<file path="config.mk">
export PLATFORM = sky130hd
export DESIGN_NAME = slc_ctrl
export DESIGN_NICKNAME = d
export VERILOG_FILES = /design/src/hdl/slc_pkg.sv /design/src/hdl/slc_ctrl.sv
export SDC_FILE = /design/constraint.sdc
export NUM_CORES = 1
export LEC_CHECK = 0
export BUFFER_PORTS_ARGS = -buffer_cell sky130_fd_sc_hd__buf_2
export CORE_AREA = 3 3 40 42
export CTS_BUF_LIST = sky130_fd_sc_hd__clkbuf_2
export CTS_CLUSTER_DIAMETER = 50
export DETAILED_ROUTE_END_ITERATION = 10
export DIE_AREA = 0 0 43 45
export SYNTH_ARGS = -nofsm -noshare
export SYNTH_HDL_FRONTEND = slang
export SYNTH_SLANG_ARGS = --single-unit
</file>
<file path="constraint.sdc">
create_clock -name clk_i -period 1.4 [get_ports clk_i]
set_clock_uncertainty 0.1 [all_clocks]
set_input_delay 0.14 -clock clk_i [delete_from_list [all_inputs] [get_ports clk_i]]
set_output_delay 0.14 -clock clk_i [all_outputs]
set_load 0.02 [all_outputs]
</file>
<file path="src/hdl/slc_pkg.sv">
package slc_pkg;

  // Default sizing of the store
  localparam int unsigned MAX_SET_BITS_DEF = 6;
  localparam int unsigned MAX_WAYS_DEF     = 8;
  localparam int unsigned ADDR_WIDTH_DEF   = 64;

  // Field widths
  localparam int unsigned OP_W         = 2;
  localparam int unsigned SET_BITS_W   = 3;
  localparam int unsigned WAYS_W       = 4;
  localparam int unsigned BLOCK_BITS_W = 6;
  localparam int unsigned TOTAL_W      = 32;

  // Config port
  localparam int unsigned CFG_IDX_W  = 2;
  localparam int unsigned CFG_DATA_W = 6;

  localparam logic [CFG_IDX_W-1:0] REG_SET_BITS   = 2'd0;
  localparam logic [CFG_IDX_W-1:0] REG_WAYS       = 2'd1;
  localparam logic [CFG_IDX_W-1:0] REG_BLOCK_BITS = 2'd2;

  typedef enum logic [OP_W-1:0] {
    OP_LOAD   = 2'd0,
    OP_STORE  = 2'd1,
    OP_MODIFY = 2'd2,
    OP_FETCH  = 2'd3
  } op_e;

  // Controller to datapath
  typedef struct packed {
    logic capture;  // word taken: latch it, read its set row
    logic commit;   // row data ready and output free: write back unless fetch, load result
  } cmd_t;

  typedef struct packed {
    logic               hit;
    logic               miss;
    logic               eviction;
    logic               second_hit;
    logic [TOTAL_W-1:0] hit_total;
    logic [TOTAL_W-1:0] miss_total;
    logic [TOTAL_W-1:0] eviction_total;
  } result_t;

endpackage

</file>
<file path="src/hdl/slc_ctrl.sv">
module slc_ctrl (
  input  logic          clk_i,
  input  logic          rst_ni,
  input  logic          in_valid_i,
  output logic          in_ready_o,
  output logic          out_valid_o,
  input  logic          out_ready_i,
  output slc_pkg::cmd_t cmd_o
);

  typedef enum logic [1:0] {
    ST_IDLE   = 2'b01,
    ST_LOOKUP = 2'b10
  } state_e;

  state_e state_q, state_d;
  logic   out_valid_q, out_valid_d;
  logic   out_free;
  logic   capture;
  logic   commit;

  assign in_ready_o = (state_q == ST_IDLE);
  assign capture    = in_valid_i && in_ready_o;
  assign out_free   = !out_valid_q || out_ready_i;
  assign commit     = (state_q == ST_LOOKUP) && out_free;

  always_comb begin
    state_d = state_q;
    case (state_q)
      ST_IDLE: begin
        if (capture) begin
          state_d = ST_LOOKUP;
        end
      end
      ST_LOOKUP: begin
        if (commit) begin
          state_d = ST_IDLE;
        end
      end
      default: begin
        state_d = ST_IDLE;
      end
    endcase
  end

  always_comb begin
    out_valid_d = out_valid_q;
    if (commit) begin
      out_valid_d = 1'b1;
    end else if (out_ready_i) begin
      out_valid_d = 1'b0;
    end
  end

  always_ff @(posedge clk_i or negedge rst_ni) begin
    if (!rst_ni) begin
      state_q     <= ST_IDLE;
      out_valid_q <= 1'b0;
    end else begin
      state_q     <= state_d;
      out_valid_q <= out_valid_d;
    end
  end

  assign out_valid_o    = out_valid_q;
  assign cmd_o.capture  = capture;
  assign cmd_o.commit   = commit;

`ifndef SYNTHESIS
  a_commit_shows: assert property (@(posedge clk_i) disable iff (!rst_ni)
    commit |=> out_valid_q)
    else $error("result not presented after commit");
  a_capture_looks: assert property (@(posedge clk_i) disable iff (!rst_ni)
    capture |=> (state_q == ST_LOOKUP))
    else $error("no lookup after capture");
  a_stall_holds: assert property (@(posedge clk_i) disable iff (!rst_ni)
    ((state_q == ST_LOOKUP) && !out_free) |=> (state_q == ST_LOOKUP))
    else $error("lookup dropped while output blocked");
  a_cmd_excl: assert property (@(posedge clk_i) disable iff (!rst_ni)
    !(capture && commit))
    else $error("capture and commit together");
`endif

endmodule

</file>
==> flow_summary.json, run 1 <==
{
  "drt_iter0_markers": 1,
  "antenna_left": 0,
  "p_total_mw": 0.295,
  "met1_usage": 0.0389,
  "fp.dieArea_sq_mm": 0.00194,
  "synth_common_cells": "buf_4, dfrtp_1, nand2b_1, nor2b_1",
  "finalWirelength_microns": 316,
  "synth_ff_type": "dfrtp_1",
  "grt_use_met2": 0.0539,
  "p_sw_mw": 0.0873,
  "synth.largest_area_cell": "dfrtp_1",
  "drc": 0,
  "crit_chain": "dlygate4sd3_1 > buf_2 > and3b_1 > buf_2",
  "p_clk_frac": 0.400,
  "die_w_microns": 43,
  "busiest_layer": "met4",
  "hold_path_class": "in2reg",
  "arrival_ps": 1130,
  "globalplace.congestion": 0.746,
  "cts_buffers": 3,
  "ys_seq_area_frac": 0.526,
  "hold_viol": 0,
  "drv_cap": 0,
  "crit_fanout": 2,
  "placed_cell_area_sq_um": 184,
  "period_minus_slack_ps": 1370,
  "clk_pin_slew_ps": 40,
  "num_rows": 13,
  "grt-ovfl-total": 0,
  "critPathBufInv": 3,
  "critPathKind": "in2out",
  "start_util": 0.113,
  "cts_sinks": 3,
  "synthArstFlopShare": 1.00,
  "outcome": "complete, no violations",
  "drt-pass1-iter-count": 2,
  "synthesis.nets": 17,
  "yosysWarningCount": 0,
  "place_inst": 33,
  "track_usage": 0.0459,
  "syn_inst": 13,
  "fmax_mhz": 730,
  "powerDensity_mw_per_mm2": 1270,
  "portBuffers": 7,
  "swShare": 0.296,
  "period_share": 0.979,
  "synth_top_cell_area_share": 0.345,
  "cts_buffer_depth": 2,
  "ir_worst_vdd_mv": 0.198,
  "relSlewSlack": 0.902,
  "clk_latency_ps": 200,
  "antenna_cells": 0,
  "die_h_microns": 45,
  "slew_viol_final": 0,
  "critPathRequiredTime_ps": 1160,
  "cp_slowest_cell": "dlygate4sd3_1",
  "grt_pass1_wl_microns": 524,
  "synthToLayoutAreaGrowth_pct": 59.5,
  "post_cts_buffers": 0,
  "via_count": 120,
  "power_frac_comb": 0.232,
  "cp_top_family": "buffers and inverters",
  "syn_avg_cell_area_sq_um": 11.2,
  "start_kind": "primary input",
  "cp_common_cell": "buf_2",
  "hpwl_microns": 220,
  "cp-end-kind": "output pin",
  "cts_tree": "yes",
  "leakage_nw": 0.124,
  "yosysUniqueCellTypes": 9,
  "finalInstanceArea_sq_um": 231,
  "grtUsageMet3": 0.0359,
  "wire_per_inst_microns": 8.10,
  "instances_no_fill": 39,
  "vias_per_cell": 3.08,
  "coreArea_sq_mm": 0.00128,
  "synth_area_sq_um": 145,
  "tightest_slew_ps": 146,
  "synth_edf_count": 0,
  "setup_viol": 0,
  "yosys_register_bits": 3,
  "cts-root-buf": "clkbuf_2",
  "nNetsFinal": 29,
  "finalSetupTns_ps": 0,
  "drive_gt1_frac": 0.542,
  "h-tree-depth": 1,
  "grt_max_degree": 5,
  "synth.area.top_cells": "dfrtp_1, dfstp_2, buf_4",
  "pwr-share-seq": 0.368,
  "grt_pass1_vias": 143,
  "critPathMaxStageDelay_ps": 530,
  "p_int_mw": 0.208,
  "io_pins": 8,
  "antenna_found_initial": 0
}
-- power by group through the flow --
stage               Combinational, mW  Clock (mW)  Sequential, mW
global placement               0.0621           0           0.107
global route                   0.0746       0.138           0.111
finish                         0.0683       0.118           0.109
CTS                            0.0664       0.129           0.106
floorplan                      0.0427           0           0.111
detailed placement             0.0620           0           0.107
-- cell families after synthesis --
family / after synthesis / synth area share
DFF: 3 / 0.526
AOI/OAI and AO/OA: 2 / 0.112
buffers and inverters: 2 / 0.103
and+or+nand+nor: 6 / 0.259
-- through the flow --
stage	utilization	hold WS (ps)	setup WS [ps]
finish	0.180	160	29.2
global route	0.180	139	-3.73
CTS	0.174	149	28.1
detailed placement	0.143	-162	279
global placement	0.143	-160	293
floorplan	-	-256	218
-- repair_timing --
action	4_1_cts	5_1_grt
endpoints found under the setup margin	0	1
endpoints found under the hold margin	4	0
gates resized for setup	0	1
hold buffers	2	0
-- final timing paths --
path                             start          end  slack (ps)  cells past startpoint
max                         in_valid_i     cmd_o[1]          30                      4
min reg2reg                out_valid_o  out_valid_o         450                      2
max in group asynchronous       rst_ni   state_q[0]         830                      2
max reg2reg                 state_q[0]   state_q[0]         400                      2
min in group asynchronous       rst_ni  out_valid_o         170                      2
min                        out_ready_i  out_valid_o         160                      3
-- layer usage --
layer | part of all wire | vias up
met5 | 0 | -
met1 | 0.45 | 50
met3 | 0.14 | 0
li1 | - | 62
met4 | 0 | 0
met2 | 0.41 | 8
-- cell type report --
cell class              instances  area [sq um]
fillers                       153          1050
flip-flops and latches          3          76.3
repair buffers                  9          55.1
multi-input cells               8          61.3
well taps                      15          18.8
clock buffers                   4          20.0
-- cell usage in the layout (no fill, tap or decap) --
| cell type | instances |
|---|---|
| buf_2 | 7 |
| clkbuf_2 | 4 |
| nor2b_1 | 2 |
| dlygate4sd3_1 | 2 |
| dfrtp_1 | 2 |
| nand2b_4 | 1 |
| nand2b_1 | 1 |
| and3b_1 | 1 |
| o21bai_1 | 1 |
| a2bb2oi_1 | 1 |
| nand2_1 | 1 |
| dfstp_2 | 1 |
-- worst register-to-register path: stages, from the launching register on --
cell	delay, ps
dfstp_2	520
nand2b_4	130
a2bb2oi_1	170
-- state kept, by name, summed over array words and instances, names as in the netlist --
| signal | cells |
|---|---|
| out_valid_o | 1 |
| state_q | 2 |
Power figures use the tool's default switching activity.
==> run 2: changes to the inputs <==
==> constraint.sdc (replaced) <==
create_clock -name clk_i -period 1.6 [get_ports clk_i]
set_clock_uncertainty 0.1 [all_clocks]
set_input_delay 0.16 -clock clk_i [delete_from_list [all_inputs] [get_ports clk_i]]
set_output_delay 0.16 -clock clk_i [all_outputs]
set_load 0.02 [all_outputs]
==> run 2 against run 1 <==
- register-to-register slack better by 150 ps
- count of clock-buffer cells in the layout unchanged
- via count up 5.0%
- sequential share of layout area up 2.7 points
- critical path type is now reg2out
==> flow_summary.json, run 2 (same netlist as run 1, synthesis figures left out) <==
{
  "finalSetupTns_ps": 0,
  "globalplace.congestion": 0.758,
  "slew_viol_final": 0,
  "place_inst": 33,
  "fmax_mhz": 742,
  "cts_buffers": 3,
  "period_share": 0.842,
  "outcome": "complete, no violations",
  "antenna_cells": 0,
  "nNetsFinal": 28,
  "critPathMaxStageDelay_ps": 520,
  "holdPathStages": 2,
  "whs_ps": 17.0,
  "hold_end": "state_q[0]",
  "drc": 0,
  "start_kind": "register",
  "drive_gt1_frac": 0.522,
  "track_usage": 0.0468,
  "p_total_mw": 0.252,
  "power_frac_comb": 0.220,
  "leakage_nw": 0.112,
  "via_count": 126,
  "largest_register": "state_q",
  "drt-pass1-iter-count": 2,
  "instances_no_fill": 38,
  "powerDensity_mw_per_mm2": 1180,
  "die_w_microns": 43,
  "swShare": 0.296,
  "cp_slowest_cell": "dfstp_2",
  "cts-root-buf": "clkbuf_2",
  "r2r-start": "state_q[0]",
  "tightest_slew_ps": 148,
  "drt_iter0_markers": 1,
  "top_layer_used": "met3",
  "critPathRequiredTime_ps": 1340,
  "met1Wirelength_microns": 128,
  "hold_start": "in_valid_i",
  "pwr-share-seq": 0.369,
  "hold_path_class": "in2reg",
  "portBuffers": 7,
  "die_h_microns": 45,
  "r2r-end": "state_q[0]",
  "cp-end-kind": "output pin",
  "relSlewSlack": 0.901,
  "post_cts_buffers": 0,
  "fp.dieArea_sq_mm": 0.00194,
  "setup_viol": 0,
  "cts_tree": "yes",
  "antenna_left": 0,
  "crit_fanout": 4,
  "rrSetupSlack_ps": 550,
  "finalWirelength_microns": 297,
  "vias_per_cell": 3.32,
  "coreArea_sq_mm": 0.00128,
  "start_util": 0.113,
  "critPathKind": "reg2out",
  "io_pins": 8,
  "clk_latency_ps": 200,
  "hold_viol": 0,
  "p_sw_mw": 0.0746,
  "antenna_found_initial": 0,
  "grt_pass1_wl_microns": 545,
  "period_minus_slack_ps": 1350,
  "mostFrequentLayoutCells": "buf_2, clkbuf_2, nand2b_1, nor2b_1, dfrtp_1",
  "grt-ovfl-total": 0,
  "mostFrequentLayoutCell": "buf_2",
  "arrival_ps": 1090,
  "grt_max_degree": 5,
  "clk_pin_slew_ps": 40,
  "h-tree-depth": 1,
  "synthToLayoutAreaGrowth_pct": 47.4,
  "fill_cells": 145,
  "grt_pass1_vias": 141,
  "wl_met3_microns": 63,
  "fin_util": 0.167,
  "wl_met2_microns": 105,
  "p_clk_frac": 0.411,
  "rsz0062_at_grt": "false",
  "crit_chain": "nand2b_1 > nor2b_1 > buf_2",
  "drv_cap": 0,
  "cts_buffer_depth": 2,
  "num_rows": 13,
  "p_int_mw": 0.177,
  "rr_worst_depth": 2,
  "largest_reg_flops": 2,
  "wire_per_inst_microns": 7.82,
  "cts_sinks": 3,
  "ir_worst_vdd_mv": 0.194
}
[run 2: worst max-delay path: cells and delay by family, from the launching register on]
kind	cells	cell delay, ps
buf+inv	1	150
simple gates	2	220
flops	1	520
[run 2: worst max path at each step]
stage                     startpoint    endpoint  slack [ps]  depth (start not counted)
after CTS                 state_q[0]    cmd_o[0]         230                          3
after detailed placement  state_q[0]    cmd_o[0]         460                          3
after floorplan           state_q[0]  state_q[0]         420                          2
after global placement    state_q[0]    cmd_o[0]         470                          3
final                     state_q[0]    cmd_o[0]         250                          3
after global routing      state_q[0]    cmd_o[0]         180                          3
[run 2: routing by layer]
layer  global-route usage  up-vias
met3               0.0398        0
li1                     -       60
met2               0.0509        8
met1               0.0414       58
met5                    0        -
met4               0.0723        0
[run 2: power by group through the flow]
stage / Sequential (mW) / Clock [mW] / Combinational, mW
after detailed placement: 0.0935 / 0 / 0.0542
after CTS: 0.0925 / 0.112 / 0.0564
after global placement: 0.0935 / 0 / 0.0545
final: 0.0929 / 0.104 / 0.0555
after floorplan: 0.0969 / 0 / 0.0374
after global routing: 0.0947 / 0.120 / 0.0606
[run 2: cell type report]
type / instances / area, sq um / share of cell area
tap: 15 / 18.8 / 0.0877
multi-input combinational: 8 / 53.8 / 0.251
clock buffer: 4 / 20.0 / 0.0936
sequential: 3 / 76.3 / 0.357
timing repair buffer: 8 / 45.0 / 0.211
[run 2: timing repair]
item | in CTS | in global routing
hold buffers | 1 | 0
resized for setup | 0 | 0
hold endpoints to repair | 3 | 0
setup endpoints to repair | 0 | 0
[run 2: metrics by stage]
step           instance area [sq um]  setup slack, ps
6_report                         214              253
2_1_floorplan                    145              418
3_5_place_dp                     184              462
4_1_cts                          214              231
3_3_place_gp                     184              472
5_1_grt                          214              176
